## config.mk

```make
export PLATFORM = sky130hd
export DESIGN_NAME = crop_box_stabilizer
export DESIGN_NICKNAME = d
export VERILOG_FILES = /design/src/design/cbs_pkg.sv /design/src/design/cbs_front.sv /design/src/design/cbs_queue.sv /design/src/design/cbs_back.sv /design/src/design/crop_box_stabilizer.sv
export SDC_FILE = /design/constraint.sdc
export NUM_CORES = 2
export LEC_CHECK = 0
export BUFFER_PORTS_ARGS = -buffer_cell sky130_fd_sc_hd__buf_2
export CAP_MARGIN = 20
export CORE_UTILIZATION = 35
export CTS_BUF_LIST = sky130_fd_sc_hd__clkbuf_2
export DETAILED_ROUTE_END_ITERATION = 8
export GPL_ROUTABILITY_DRIVEN = 0
export PLACE_DENSITY = 0.61
export SYNTH_ARGS = -nofsm -noshare
export SYNTH_HDL_FRONTEND = slang
export SYNTH_SLANG_ARGS = --single-unit
```

## constraint.sdc

```tcl
create_clock -name clock -period 18.1 [get_ports clock]
set_input_delay 1.81 -clock clock [delete_from_list [all_inputs] [get_ports clock]]
set_output_delay 1.81 -clock clock [all_outputs]
set_load 0.01 [all_outputs]
```

## src/design/cbs_pkg.sv

```systemverilog
// Shared types, constants and box compare for the crop box stabilizer.
package cbs_pkg;

   localparam int DIM_BITS  = 13;
   localparam int SIZE_BITS = DIM_BITS + 1;
   localparam int TIME_BITS = 32;
   localparam int CNT_BITS  = 16;
   localparam int STEP_BITS = 12;
   localparam int CSR_BITS  = 3;
   localparam int DATA_BITS = 32;

   localparam logic [SIZE_BITS-1:0] SIZE_TOL      = SIZE_BITS'(8);
   localparam logic [DIM_BITS-1:0]  OFFSET_TOL    = DIM_BITS'(4);
   localparam logic [SIZE_BITS-1:0] LETTERBOX_PAD = SIZE_BITS'(2);
   localparam logic [CNT_BITS-1:0]  CNT_MAX       = '1;

   // Register indexes on the csr port.
   localparam logic [CSR_BITS-1:0] CSR_VOTE_FLOOR  = 3'd0;
   localparam logic [CSR_BITS-1:0] CSR_KEEP_EVERY  = 3'd1;
   localparam logic [CSR_BITS-1:0] CSR_REVERT_WIN  = 3'd2;
   localparam logic [CSR_BITS-1:0] CSR_START_VALID = 3'd3;
   localparam logic [CSR_BITS-1:0] CSR_START_W     = 3'd4;
   localparam logic [CSR_BITS-1:0] CSR_START_H     = 3'd5;
   localparam logic [CSR_BITS-1:0] CSR_START_X     = 3'd6;
   localparam logic [CSR_BITS-1:0] CSR_START_Y     = 3'd7;

   typedef struct packed {
      logic                 valid;
      logic [SIZE_BITS-1:0] w;
      logic [SIZE_BITS-1:0] h;
      logic [DIM_BITS-1:0]  x;
      logic [DIM_BITS-1:0]  y;
   } box_type;

   // One kept or end-of-scan frame, as classified by the front.
   typedef struct packed {
      logic                 keep;
      logic                 eos;
      box_type              box;
      logic [TIME_BITS-1:0] span_start;
      logic [CNT_BITS-1:0]  votes;
      logic [CNT_BITS-1:0]  kept;
   } record_type;

   typedef struct packed {
      logic                 found;
      logic [SIZE_BITS-1:0] w;
      logic [SIZE_BITS-1:0] h;
      logic [DIM_BITS-1:0]  x;
      logic [DIM_BITS-1:0]  y;
      logic [TIME_BITS-1:0] t;
      logic [CNT_BITS-1:0]  votes;
      logic [CNT_BITS-1:0]  kept;
      logic                 last;
   } result_type;

   function automatic logic equiv(box_type a, box_type b);
      logic [SIZE_BITS-1:0] dw;
      logic [SIZE_BITS-1:0] dh;
      logic [DIM_BITS-1:0]  dx;
      logic [DIM_BITS-1:0]  dy;
      logic                 r;
      dw = (a.w > b.w) ? a.w - b.w : b.w - a.w;
      dh = (a.h > b.h) ? a.h - b.h : b.h - a.h;
      dx = (a.x > b.x) ? a.x - b.x : b.x - a.x;
      dy = (a.y > b.y) ? a.y - b.y : b.y - a.y;
      if (!a.valid && !b.valid) begin
         r = 1'b1;
      end else if (!a.valid || !b.valid) begin
         r = 1'b0;
      end else begin
         r = (dw <= SIZE_TOL) && (dh <= SIZE_TOL) && (dx <= OFFSET_TOL) && (dy <= OFFSET_TOL);
      end
      return r;
   endfunction

endpackage

```

## src/design/cbs_front.sv

```systemverilog
// Front: frame sampling, letterbox padding, kept count and run tracking.
module cbs_front import cbs_pkg::*; (
   input  logic                 clock,
   input  logic                 reset,
   input  logic [STEP_BITS-1:0] cfg_keep_every,
   input  logic                 accept,
   input  logic [DIM_BITS-1:0]  box_width,
   input  logic [DIM_BITS-1:0]  box_height,
   input  logic [DIM_BITS-1:0]  box_left,
   input  logic [DIM_BITS-1:0]  box_top,
   input  logic [TIME_BITS-1:0] frame_time_us,
   input  logic                 end_of_scan,
   output logic                 push,
   output record_type           rec
);

   logic [STEP_BITS-1:0] phase_ff, phase_in;
   logic [CNT_BITS-1:0]  kept_ff, kept_in;
   logic [CNT_BITS-1:0]  votes_ff, votes_in;
   logic [TIME_BITS-1:0] start_ff, start_in;
   box_type              run_ff, run_in;

   logic [STEP_BITS-1:0] step;
   logic [STEP_BITS:0]   phase_inc;
   logic                 keep;
   box_type              b;

   always_comb begin
      step      = (cfg_keep_every == '0) ? STEP_BITS'(1) : cfg_keep_every;
      keep      = (phase_ff == '0);
      phase_inc = {1'b0, phase_ff} + (STEP_BITS+1)'(1);

      b.valid = 1'b1;
      b.w     = {1'b0, box_width};
      b.h     = {1'b0, box_height};
      b.x     = box_left;
      b.y     = box_top;
      if (box_left == '0 && box_top != '0) begin
         b.h = b.h + LETTERBOX_PAD;
      end

      phase_in = (phase_inc >= {1'b0, step}) ? '0 : phase_inc[STEP_BITS-1:0];
      kept_in  = kept_ff;
      votes_in = votes_ff;
      start_in = start_ff;
      run_in   = run_ff;
      if (keep) begin
         if (kept_ff != CNT_MAX) begin
            kept_in = kept_ff + CNT_BITS'(1);
         end
         if (equiv(b, run_ff)) begin
            if (votes_ff != CNT_MAX) begin
               votes_in = votes_ff + CNT_BITS'(1);
            end
         end else begin
            run_in   = b;
            start_in = frame_time_us;
            votes_in = CNT_BITS'(1);
         end
      end

      rec.keep       = keep;
      rec.eos        = end_of_scan;
      rec.box        = b;
      rec.span_start = start_in;
      rec.votes      = votes_in;
      rec.kept       = kept_in;
      // Frames that are dropped and do not end the scan have no effect downstream.
      push           = accept && (keep || end_of_scan);
   end

   always_ff @(posedge clock) begin
      if (reset) begin
         phase_ff <= '0;
         kept_ff  <= '0;
         votes_ff <= '0;
         start_ff <= '0;
         run_ff   <= '0;
      end else if (accept) begin
         if (end_of_scan) begin
            phase_ff <= '0;
            kept_ff  <= '0;
            votes_ff <= '0;
            start_ff <= '0;
            run_ff   <= '0;
         end else begin
            phase_ff <= phase_in;
            kept_ff  <= kept_in;
            votes_ff <= votes_in;
            start_ff <= start_in;
            run_ff   <= run_in;
         end
      end
   end

endmodule

```

## src/design/cbs_queue.sv

```systemverilog
// Two-entry record queue between front and back.
module cbs_queue import cbs_pkg::*; (
   input  logic       clock,
   input  logic       reset,
   input  logic       push,
   input  record_type push_rec,
   output logic       has_space,
   input  logic       pop,
   output logic       head_valid,
   output record_type head_rec
);

   record_type entry_ff [2];
   logic       wr_ptr_ff, wr_ptr_in;
   logic       rd_ptr_ff, rd_ptr_in;
   logic [1:0] count_ff, count_in;

   always_comb begin
      has_space  = (count_ff != 2'd2);
      head_valid = (count_ff != 2'd0);
      head_rec   = entry_ff[rd_ptr_ff];
      wr_ptr_in  = push ? ~wr_ptr_ff : wr_ptr_ff;
      rd_ptr_in  = pop ? ~rd_ptr_ff : rd_ptr_ff;
      count_in   = count_ff + 2'(push) - 2'(pop);
   end

   always_ff @(posedge clock) begin
      if (reset) begin
         wr_ptr_ff <= 1'b0;
         rd_ptr_ff <= 1'b0;
         count_ff  <= '0;
      end else begin
         wr_ptr_ff <= wr_ptr_in;
         rd_ptr_ff <= rd_ptr_in;
         count_ff  <= count_in;
      end
   end

   always_ff @(posedge clock) begin
      if (push) begin
         entry_ff[wr_ptr_ff] <= push_rec;
      end
   end

endmodule

```

## src/design/cbs_back.sv

```systemverilog
// Back: proposal, one-deep marker hold with revert cancel, scan flush, result queue.
module cbs_back import cbs_pkg::*; (
   input  logic                 clock,
   input  logic                 reset,
   input  logic [CNT_BITS-1:0]  cfg_vote_floor,
   input  logic [TIME_BITS-1:0] cfg_revert_window,
   input  box_type              cfg_start_box,
   input  logic                 rec_valid,
   input  record_type           rec,
   output logic                 rec_pop,
   output logic                 rsp_valid,
   input  logic                 rsp_ready,
   output result_type           rsp
);

   typedef struct packed {
      logic                 valid;
      box_type              box;
      logic [TIME_BITS-1:0] t;
      logic [CNT_BITS-1:0]  votes;
      logic [CNT_BITS-1:0]  kept;
   } mark_type;

   logic     active_ff, active_in;
   logic     any_ff, any_in;
   box_type  prop_ff, prop_in;
   box_type  prev_ff, prev_in;
   mark_type held_ff, held_in;

   result_type q_ff [4];
   logic [1:0] wr_ptr_ff, wr_ptr_in;
   logic [1:0] rd_ptr_ff, rd_ptr_in;
   logic [2:0] count_ff, count_in;

   box_type    prop_cur, prev_cur;
   mark_type   m;
   logic       propose, revert, emit_a, emit_b, rsp_take;
   logic signed [TIME_BITS:0] diff;
   result_type res_a, res_b, res0, res1;
   logic [1:0] n_res;

   function automatic result_type to_result(mark_type mk, logic last);
      result_type r;
      r.found = 1'b1;
      r.w     = mk.box.w;
      r.h     = mk.box.h;
      r.x     = mk.box.x;
      r.y     = mk.box.y;
      r.t     = mk.t;
      r.votes = mk.votes;
      r.kept  = mk.kept;
      r.last  = last;
      return r;
   endfunction

   always_comb begin
      // Take a record only when two result slots are free.
      rec_pop  = rec_valid && (count_ff <= 3'd2);
      rsp_valid = (count_ff != 3'd0);
      rsp       = q_ff[rd_ptr_ff];
      rsp_take  = rsp_valid && rsp_ready;

      prop_cur = active_ff ? prop_ff : cfg_start_box;
      prev_cur = active_ff ? prev_ff : cfg_start_box;

      m.valid = 1'b1;
      m.box   = rec.box;
      m.t     = rec.span_start;
      m.votes = rec.votes;
      m.kept  = rec.kept;

      diff    = $signed({1'b0, rec.span_start}) - $signed({1'b0, held_ff.t});
      propose = rec.keep && (rec.votes >= cfg_vote_floor) && !equiv(rec.box, prop_cur);
      revert  = equiv(rec.box, prev_cur) && (diff < $signed({1'b0, cfg_revert_window}));

      active_in = 1'b1;
      any_in    = any_ff;
      prop_in   = prop_cur;
      prev_in   = prev_cur;
      held_in   = held_ff;
      emit_a    = 1'b0;
      emit_b    = 1'b0;
      res_a     = to_result(held_ff, 1'b0);

      if (propose) begin
         prop_in = rec.box;
         if (!held_ff.valid) begin
            held_in = m;
         end else if (revert) begin
            // Drop the held marker together with this one.
            held_in = '0;
         end else begin
            emit_a  = 1'b1;
            any_in  = 1'b1;
            prev_in = held_ff.box;
            held_in = m;
         end
      end

      res_b = to_result(held_in, 1'b1);
      if (rec.eos) begin
         if (held_in.valid) begin
            emit_b = 1'b1;
         end else if (!any_in) begin
            emit_b = 1'b1;
            res_b  = '0;
            res_b.last = 1'b1;
         end
         active_in = 1'b0;
         any_in    = 1'b0;
         held_in   = '0;
      end

      res0  = emit_a ? res_a : res_b;
      res1  = res_b;
      n_res = 2'(emit_a) + 2'(emit_b);
      if (!rec_pop) begin
         n_res = 2'd0;
      end

      wr_ptr_in = wr_ptr_ff + n_res;
      rd_ptr_in = rd_ptr_ff + 2'(rsp_take);
      count_in  = count_ff + 3'(n_res) - 3'(rsp_take);
   end

   always_ff @(posedge clock) begin
      if (reset) begin
         active_ff <= 1'b0;
         any_ff    <= 1'b0;
         held_ff   <= '0;
         wr_ptr_ff <= '0;
         rd_ptr_ff <= '0;
         count_ff  <= '0;
      end else begin
         if (rec_pop) begin
            active_ff <= active_in;
            any_ff    <= any_in;
            held_ff   <= held_in;
         end
         wr_ptr_ff <= wr_ptr_in;
         rd_ptr_ff <= rd_ptr_in;
         count_ff  <= count_in;
      end
   end

   always_ff @(posedge clock) begin
      if (rec_pop) begin
         prop_ff <= prop_in;
         prev_ff <= prev_in;
      end
      if (n_res != 2'd0) begin
         q_ff[wr_ptr_ff] <= res0;
      end
      if (n_res == 2'd2) begin
         q_ff[wr_ptr_ff + 2'd1] <= res1;
      end
   end

`ifndef SYNTHESIS
   a_count_bound: assert property (@(posedge clock) disable iff (reset)
      count_ff <= 3'd4)
      else $error("result queue count out of range");

   a_found_zero_last: assert property (@(posedge clock) disable iff (reset)
      rsp_valid && !rsp.found |-> rsp.last)
      else $error("found-zero result not marked last");

   a_eos_clears: assert property (@(posedge clock) disable iff (reset)
      rec_pop && rec.eos |=> !held_ff.valid && !active_ff && !any_ff)
      else $error("scan end did not clear back state");

   a_held_active: assert property (@(posedge clock) disable iff (reset)
      held_ff.valid |-> active_ff)
      else $error("marker held outside a scan");
`endif

endmodule

```

## src/design/crop_box_stabilizer.sv

```systemverilog
// Top level: configuration registers, front, record queue and back.
//
//   channel   direction  handshake                   payload
//   req_      in         req_valid / req_ready       box, frame time, end of scan
//   rsp_      out        rsp_valid / rsp_ready       marker fields, found, last
//   csr_      in         csr_write_en                csr_index, csr_wdata
//
// One frame is taken per cycle while req_ready is high. Records are registered in the
// record queue, results in the result queue; an end-of-scan frame can give two results.
// The back takes a record only when two of its four result slots are free;
// req_ready drops when the two-entry record queue is full.
// Synchronous reset clears all control state; no clearing pass follows it.
module crop_box_stabilizer import cbs_pkg::*; (
   input  logic                 clock,
   input  logic                 reset,
   input  logic                 req_valid,
   output logic                 req_ready,
   input  logic [DIM_BITS-1:0]  req_box_width,
   input  logic [DIM_BITS-1:0]  req_box_height,
   input  logic [DIM_BITS-1:0]  req_box_left,
   input  logic [DIM_BITS-1:0]  req_box_top,
   input  logic [TIME_BITS-1:0] req_frame_time_us,
   input  logic                 req_end_of_scan,
   output logic                 rsp_valid,
   input  logic                 rsp_ready,
   output logic                 rsp_found,
   output logic [SIZE_BITS-1:0] rsp_out_width,
   output logic [SIZE_BITS-1:0] rsp_out_height,
   output logic [DIM_BITS-1:0]  rsp_out_left,
   output logic [DIM_BITS-1:0]  rsp_out_top,
   output logic [TIME_BITS-1:0] rsp_run_start_us,
   output logic [CNT_BITS-1:0]  rsp_vote_count,
   output logic [CNT_BITS-1:0]  rsp_sampled_count,
   output logic                 rsp_last_of_scan,
   input  logic                 csr_write_en,
   input  logic [CSR_BITS-1:0]  csr_index,
   input  logic [DATA_BITS-1:0] csr_wdata
);

   logic [CNT_BITS-1:0]  vote_floor_ff;
   logic [STEP_BITS-1:0] keep_every_ff;
   logic [TIME_BITS-1:0] revert_win_ff;
   box_type              start_box_ff;

   logic       accept, push, has_space, head_valid, pop;
   record_type push_rec, head_rec;
   result_type rsp;

   assign req_ready = has_space;
   assign accept    = req_valid && has_space;

   always_ff @(posedge clock) begin
      if (reset) begin
         vote_floor_ff  <= CNT_BITS'(2);
         keep_every_ff  <= STEP_BITS'(1);
         revert_win_ff  <= TIME_BITS'(100000);
         start_box_ff   <= '0;
      end else if (csr_write_en) begin
         case (csr_index)
            CSR_VOTE_FLOOR:  vote_floor_ff      <= csr_wdata[CNT_BITS-1:0];
            CSR_KEEP_EVERY:  keep_every_ff      <= csr_wdata[STEP_BITS-1:0];
            CSR_REVERT_WIN:  revert_win_ff      <= csr_wdata[TIME_BITS-1:0];
            CSR_START_VALID: start_box_ff.valid <= csr_wdata[0];
            CSR_START_W:     start_box_ff.w     <= csr_wdata[SIZE_BITS-1:0];
            CSR_START_H:     start_box_ff.h     <= csr_wdata[SIZE_BITS-1:0];
            CSR_START_X:     start_box_ff.x     <= csr_wdata[DIM_BITS-1:0];
            CSR_START_Y:     start_box_ff.y     <= csr_wdata[DIM_BITS-1:0];
            default: begin
            end
         endcase
      end
   end

   cbs_front u_front (
      .clock           (clock),
      .reset           (reset),
      .cfg_keep_every  (keep_every_ff),
      .accept          (accept),
      .box_width       (req_box_width),
      .box_height      (req_box_height),
      .box_left        (req_box_left),
      .box_top         (req_box_top),
      .frame_time_us   (req_frame_time_us),
      .end_of_scan     (req_end_of_scan),
      .push            (push),
      .rec             (push_rec)
   );

   cbs_queue u_queue (
      .clock      (clock),
      .reset      (reset),
      .push       (push),
      .push_rec   (push_rec),
      .has_space  (has_space),
      .pop        (pop),
      .head_valid (head_valid),
      .head_rec   (head_rec)
   );

   cbs_back u_back (
      .clock             (clock),
      .reset             (reset),
      .cfg_vote_floor    (vote_floor_ff),
      .cfg_revert_window (revert_win_ff),
      .cfg_start_box     (start_box_ff),
      .rec_valid         (head_valid),
      .rec               (head_rec),
      .rec_pop           (pop),
      .rsp_valid         (rsp_valid),
      .rsp_ready         (rsp_ready),
      .rsp               (rsp)
   );

   assign rsp_found         = rsp.found;
   assign rsp_out_width     = rsp.w;
   assign rsp_out_height    = rsp.h;
   assign rsp_out_left      = rsp.x;
   assign rsp_out_top       = rsp.y;
   assign rsp_run_start_us  = rsp.t;
   assign rsp_vote_count    = rsp.votes;
   assign rsp_sampled_count = rsp.kept;
   assign rsp_last_of_scan  = rsp.last;

endmodule

```

Word-level counts from Yosys, hierarchy flattened --
Memories as Yosys holds them, arrays and structs flattened. A register that Yosys moved wholly into a read port is not among the register bits. Cells that the tools add are included.
Cells by class: add/subtract/negate cells 37, multipliers 0, divide/modulo/power cells 0, $lt $le $gt $ge 28, eq/ne operators 12, shift-type cells 0, multiplexer cells 70, bitwise operators 2, reduce and logical (&&, ||, !) cells 46
Operators with widths (number):
- $mux W120 | 8
- $mux W55 | 9
- $sub A13 B13 Y13 | 12
- $sub A14 B14 Y14 | 10
- $mux W16 | 7
- $mux W14 | 7
- $mux W32 | 3
- $le A14 B4 Y1 const B | 6
- $gt A13 B13 Y1 | 6
- $le A13 B3 Y1 const B | 6
- $mux W13 | 6
- $gt A14 B14 Y1 | 5
- $mux W12 | 3
- $lt A33 B33 Y1 | 1
- $sub A32 B32 Y33 | 1
- $add A16 B1 Y16 const B | 2
- $ne A16 B16 Y1 const B | 2
- $mux W1 | 25
- $logic_not A12 Y1 | 2
- $logic_and A1 B1 Y1 | 19
- $reduce_and A2 Y1 | 9
- $ge A16 B16 Y1 | 1
- $add A13 B2 Y14 const B | 1
- $gt A13 B14 Y1 | 1
- other kinds (28) | 43
Word-level totals: bits in registers 489, latch bits 0, memory bits (writable) 718, memory bits (read-only) 0, bits of input ports 125, output and inout port bits 122, logic and storage cells 241, memories 2
Memories:
- u_back.q_ff | words 4, bits a word 120, read ports 1, clocked after memory_dff 1, write ports 2, line cbs_back.sv:30 | result_type q_ff [4];
- u_queue.entry_ff | words 2, bits a word 119, read ports 1, clocked after memory_dff 1, write ports 1, line cbs_queue.sv:13 | record_type entry_ff [2];

Depth between registers and ports, before layout --
depth after elaboration 21, gate-level depth with buffers 40, gate-level depth less buffers 36

Hierarchy --
Synthesis repeated with hierarchy kept, for this count alone.
Unflattened totals: cells, all modules 7095, area, all modules 74361.3 µm²
Modules (own cells, without submodules):
- cbs_back | instances 1, cells each 4694, area an instance 48427.7 µm², sequential area each 20259.4 µm²
- cbs_front | instances 1, cells each 1575, area an instance 12296.8 µm², sequential area each 2602.5 µm²
- cbs_queue | instances 1, cells each 397, area an instance 8969.9 µm², sequential area each 7367.1 µm²
- crop_box_stabilizer | instances 1, cells each 429, area an instance 4667.0 µm², sequential area each 2302.2 µm²

Worst setup path after synthesis --
Ideal clock, no wire load.
kind reg2reg, from reg with a tool-made name, to mem u_back.q_ff[0][100] (netlist name), data pin, arrival 14.315 ns, path slack 3.638 ns, stages on the path, launching flop included 29, path buffers 6, cell sequence dfxtp_1 clkbuf_1 clkbuf_1 buf_1 mux2i_1 inv_1 ha_1 nor2b_1 o31a_1 o21ai_1 a21bo_2 clkbuf_1 mux2i_1 o221ai_1 or4_1 nor4_1 nand4_1 o31ai_2 nor3_1 nand2b_1 a31oi_1 ha_1 nand2b_1 or2_2 a21oi_1 o21ai_1 clkbuf_1 clkbuf_1 o2bb2ai_1
RTL lines (line):
- end: declaration | cbs_back.sv:30

==> flow_summary_export.csv <==
group,metric,value,unit
clock_tree,clkSlewWorstSetupHoldPaths,110,ps
sta,fin_ws,5990,ps
sta,setup_viol,0,
synth,synth.area.top_cells,"edfxtp_1 36%, dfxtp_1 11%, ha_1 7.5%",
placement,placed_cells,9063,
die,die_w,447,um
pwr,p_sw,4.84,mW
global_routing,grt_pass1_wl,347000,um
setup_path,crit_path_start_kind,"flip-flop",
synth,synth_seq_area_share,46.7,%
drt,drt_iter0_markers,6186,
pwr,clkPwrFrac,18.6,%
setup_path,reg2regPathDepth,24,
global_routing,antenna_found_initial,36,
drt,viasPerCell,5.85,
setup_path,critPathMaxFanout,46,
clock_tree,cts_tree,"done",
final_layout,drive_above_1_share,17.7,%
drt,drt-total-wl,237000,um
sta,relSlewSlack,9.85,%
synth,yosys_warnings,0,
sta,fin_crit_sh,66.9,%
final_layout,final_util,38.8,%
clock_tree,cts_max_level,5,
clock_tree,cts_buffer_depth,4,
pwr,share_comb_of_total_power,47.3,%
clock_tree,cts.sinks,1207,
drt,vias,56700,
setup_path,path_common_cell,"buf_4",
synth,synth.most_common_cell,"edfxtp_1",
pwr,switching_share,44.4,%
die,die_h,447,um
final_layout,fin_nets,7326,
pwr,leakagePower,28.4,nW
global_routing,track_usage,22.9,%
hold_path,hold_start,"req_frame_time_us[16]",
pwr,p_total,10.9,mW
sta,whs,148,ps
setup_path,path_cells,"buf_4, mux2i_1, inv_1, ha_1, o21ai_0, a21oi_1, a211oi_1, a31oi_1, buf_4, o21ai_0, a221o_1, nor4_1, nand4_1, or3_1, nand2_4, inv_4, ha_1, o21ai_0, or3b_2, nand2_4, a22o_4, buf_4, buf_4, a22o_1",
setup_path,crit_required,19810,ps
drt,drc,0,
sta,fin_worst_skew,309,ps
synth,netlist_area,0.0693,mm^2
hold_path,holdPathStages,2,
placement,dp_slack,6410,ps
synth,synth_largest_area_cell,"edfxtp_1",
synth,synthDistinctLibCells,93,
placement,port_buffers,246,
synth,ys_ff_latch,1207,
clock_tree,cts_setup_buffers,0,
flow_run,cap_violations,0,
pwr,ir_drop,0.171,mV
die,core_area,0.197,mm^2
setup_path,cp.arrival,13820,ps
clock_tree,clk-insertion-delay-late,1960,ps
synth,synth_ff_type,"edfxtp_1",
clock_tree,numCtsBuffers,331,
setup_path,crit_type,"flip-flop to flip-flop",
sta,worst_pin_slew,1350,ps
synth,syn_area_per_cell,10.7,um^2
outcome,status,"completed",
sta,rsz0062_at_grt,"no",
global_routing,grt_max_degree,169,
setup_path,crit_slowest_cell,"nor4_1",
setup_path,r2r_slack,5990,ps
synth,synthCells,6510,
drt,ant_nets,0,
hold_path,whs_endpoint,"u_front.start_ff[16]",
setup_path,crit_path_max_incr_delay,880,ps
hold_path,hold_path.class,"input port to flip-flop",
placement,postPlaceCellArea,0.0731,mm^2
global_routing,grt_overflow,0,
die,initial_core_util,35.2,%
final_layout,final_area,0.0765,mm^2
synth,synthesis.nets,7051,
sta,hold_violations,0,
final_layout,area_delta_synth_final,10.4,%
sta,maxSlewViolCount,0,
global_routing,grt_pass1_vias,54500,
pwr,seqPwrFrac,34.0,%
placement,dp_hpwl,159000,um
final_layout,fillers,19400,
sta,max_freq,82.6,MHz
drt,dr.pass1.iters,8,
pwr,intPower,6.05,mW
clock_tree,cts_root_buf,"clkbuf_2",
final_layout,instances_no_fill,9704,
synth,yosys.area.top_type_share,35.7,%
synth,synth_edf_count,824,
synth,async_flop_share,0,%
die,ios,247,
drt,wl_per_cell,24.4,um
die,die-area,0.200,mm^2
sta,tns,0,ps
setup_path,r2r-end,"u_back.q_ff[2][33]",
pwr,power_density,142,mW/mm^2
synth,ys_top_cells_by_count,"824 x edfxtp_1, 538 x a21oi_1, 439 x nand2_1",
die,rows,163,
setup_path,critPathCaptureType,"flip-flop",
sta,period_needed,12110,ps
[worst max path at each step]
stage	startpoint	to	slack, ps	depth (start not counted)
floorplan	flip-flop	u_back.q_ff[0][100]	3640	28
global placement	flip-flop	u_back.q_ff[2][23]	6570	24
detailed placement	flip-flop	u_back.q_ff[2][33]	6410	24
CTS	flip-flop	u_back.q_ff[2][33]	6330	24
global route	flip-flop	u_back.q_ff[2][33]	5700	24
finish	flip-flop	u_back.q_ff[2][33]	5990	24
[critical path, delay by kind of cell (launching register included)]
family,cells,cell delay (ps)
flops,1,760
buf+inv,6,2910
simple gates,6,3490
mux,1,490
fa+ha+maj,2,890
compound gates,9,3300
[registers in the layout, indices dropped and copies added, names as in the netlist, named ones only]
name	count
u_back.q_ff	480
u_queue.entry_ff	238
u_back.held_ff	120
start_box_ff	55
u_back.prev_ff	55
u_back.prop_ff	55
u_front.run_ff	54
revert_win_ff	32
u_front.start_ff	32
u_front.kept_ff	16
u_front.votes_ff	16
vote_floor_ff	16
keep_every_ff	12
u_front.phase_ff	12
u_back.count_ff	3
u_back.rd_ptr_ff	2
u_back.wr_ptr_ff	2
u_queue.count_ff	2
u_back.active_ff	1
u_back.any_ff	1
u_queue.rd_ptr_ff	1
u_queue.wr_ptr_ff	1
[area by class of cell]
class	count	area, um^2	share of cell area, %
sequential	1207	32400	42.4
clock inverter	69	407	0.531
antenna	21	52.6	0.0687
tap	2640	3300	4.32
inverter	430	1620	2.12
multi-input combinational	4465	33900	44.3
timing repair buffer	350	2200	2.87
clock buffer	522	2610	3.41
[layer usage]
metal,global-route usage (%),share of wire (%)
met1,30.0,41
met2,35.1,44
met3,5.01,8.9
met4,12.7,5.3
met5,0,0.052
[placed cells by master (no fill, tap or decap), drive strengths merged, types with 58 or more instances in the layout]
master / instances
inv: 434
xor2: 58
a21o: 101
nor2: 416
dfxtp: 383
mux2: 171
xnor2: 87
clkinv: 60
ha: 414
nand3: 104
mux4: 120
a32oi: 121
edfxtp: 824
nand4: 61
nand2: 440
a22oi: 123
a22o: 192
nor3: 80
a21oi: 539
clkbuf: 523
o21ai: 166
nand2b: 67
nor2b: 102
o2bb2ai: 309
buf: 324
mux2i: 108
[logic make-up (layout without fill, tap and decap cells)]
group / count (synthesis) / count (layout) / share of synthesized area [%]
compound gates: 1999 / 1999 / 20.6
buf+inv: 838 / 1371 / 4.66
fa+ha+maj: 416 / 416 / 7.53
simple gates: 1506 / 1506 / 10.4
flops: 1207 / 1207 / 46.7
xor+xnor: 145 / 145 / 1.83
mux: 399 / 399 / 8.23
other cells: 0 / 21 / 0
[power groups by stage]
stage / clock [mW] / combinational (mW) / sequential (mW)
final: 2.03 / 5.16 / 3.71
after global routing: 2.21 / 5.51 / 3.74
after CTS: 2.08 / 5.05 / 3.70
after detailed placement: 0 / 5.02 / 3.76
after global placement: 0 / 4.97 / 3.74
after floorplan: 0 / 3.40 / 3.70
[timing repair]
action,4_1_cts,5_1_grt
hold buffers,25,0
hold endpoints to repair,25,0
resized for setup,0,0
Note: power is estimated with default switching activity, not from simulation.
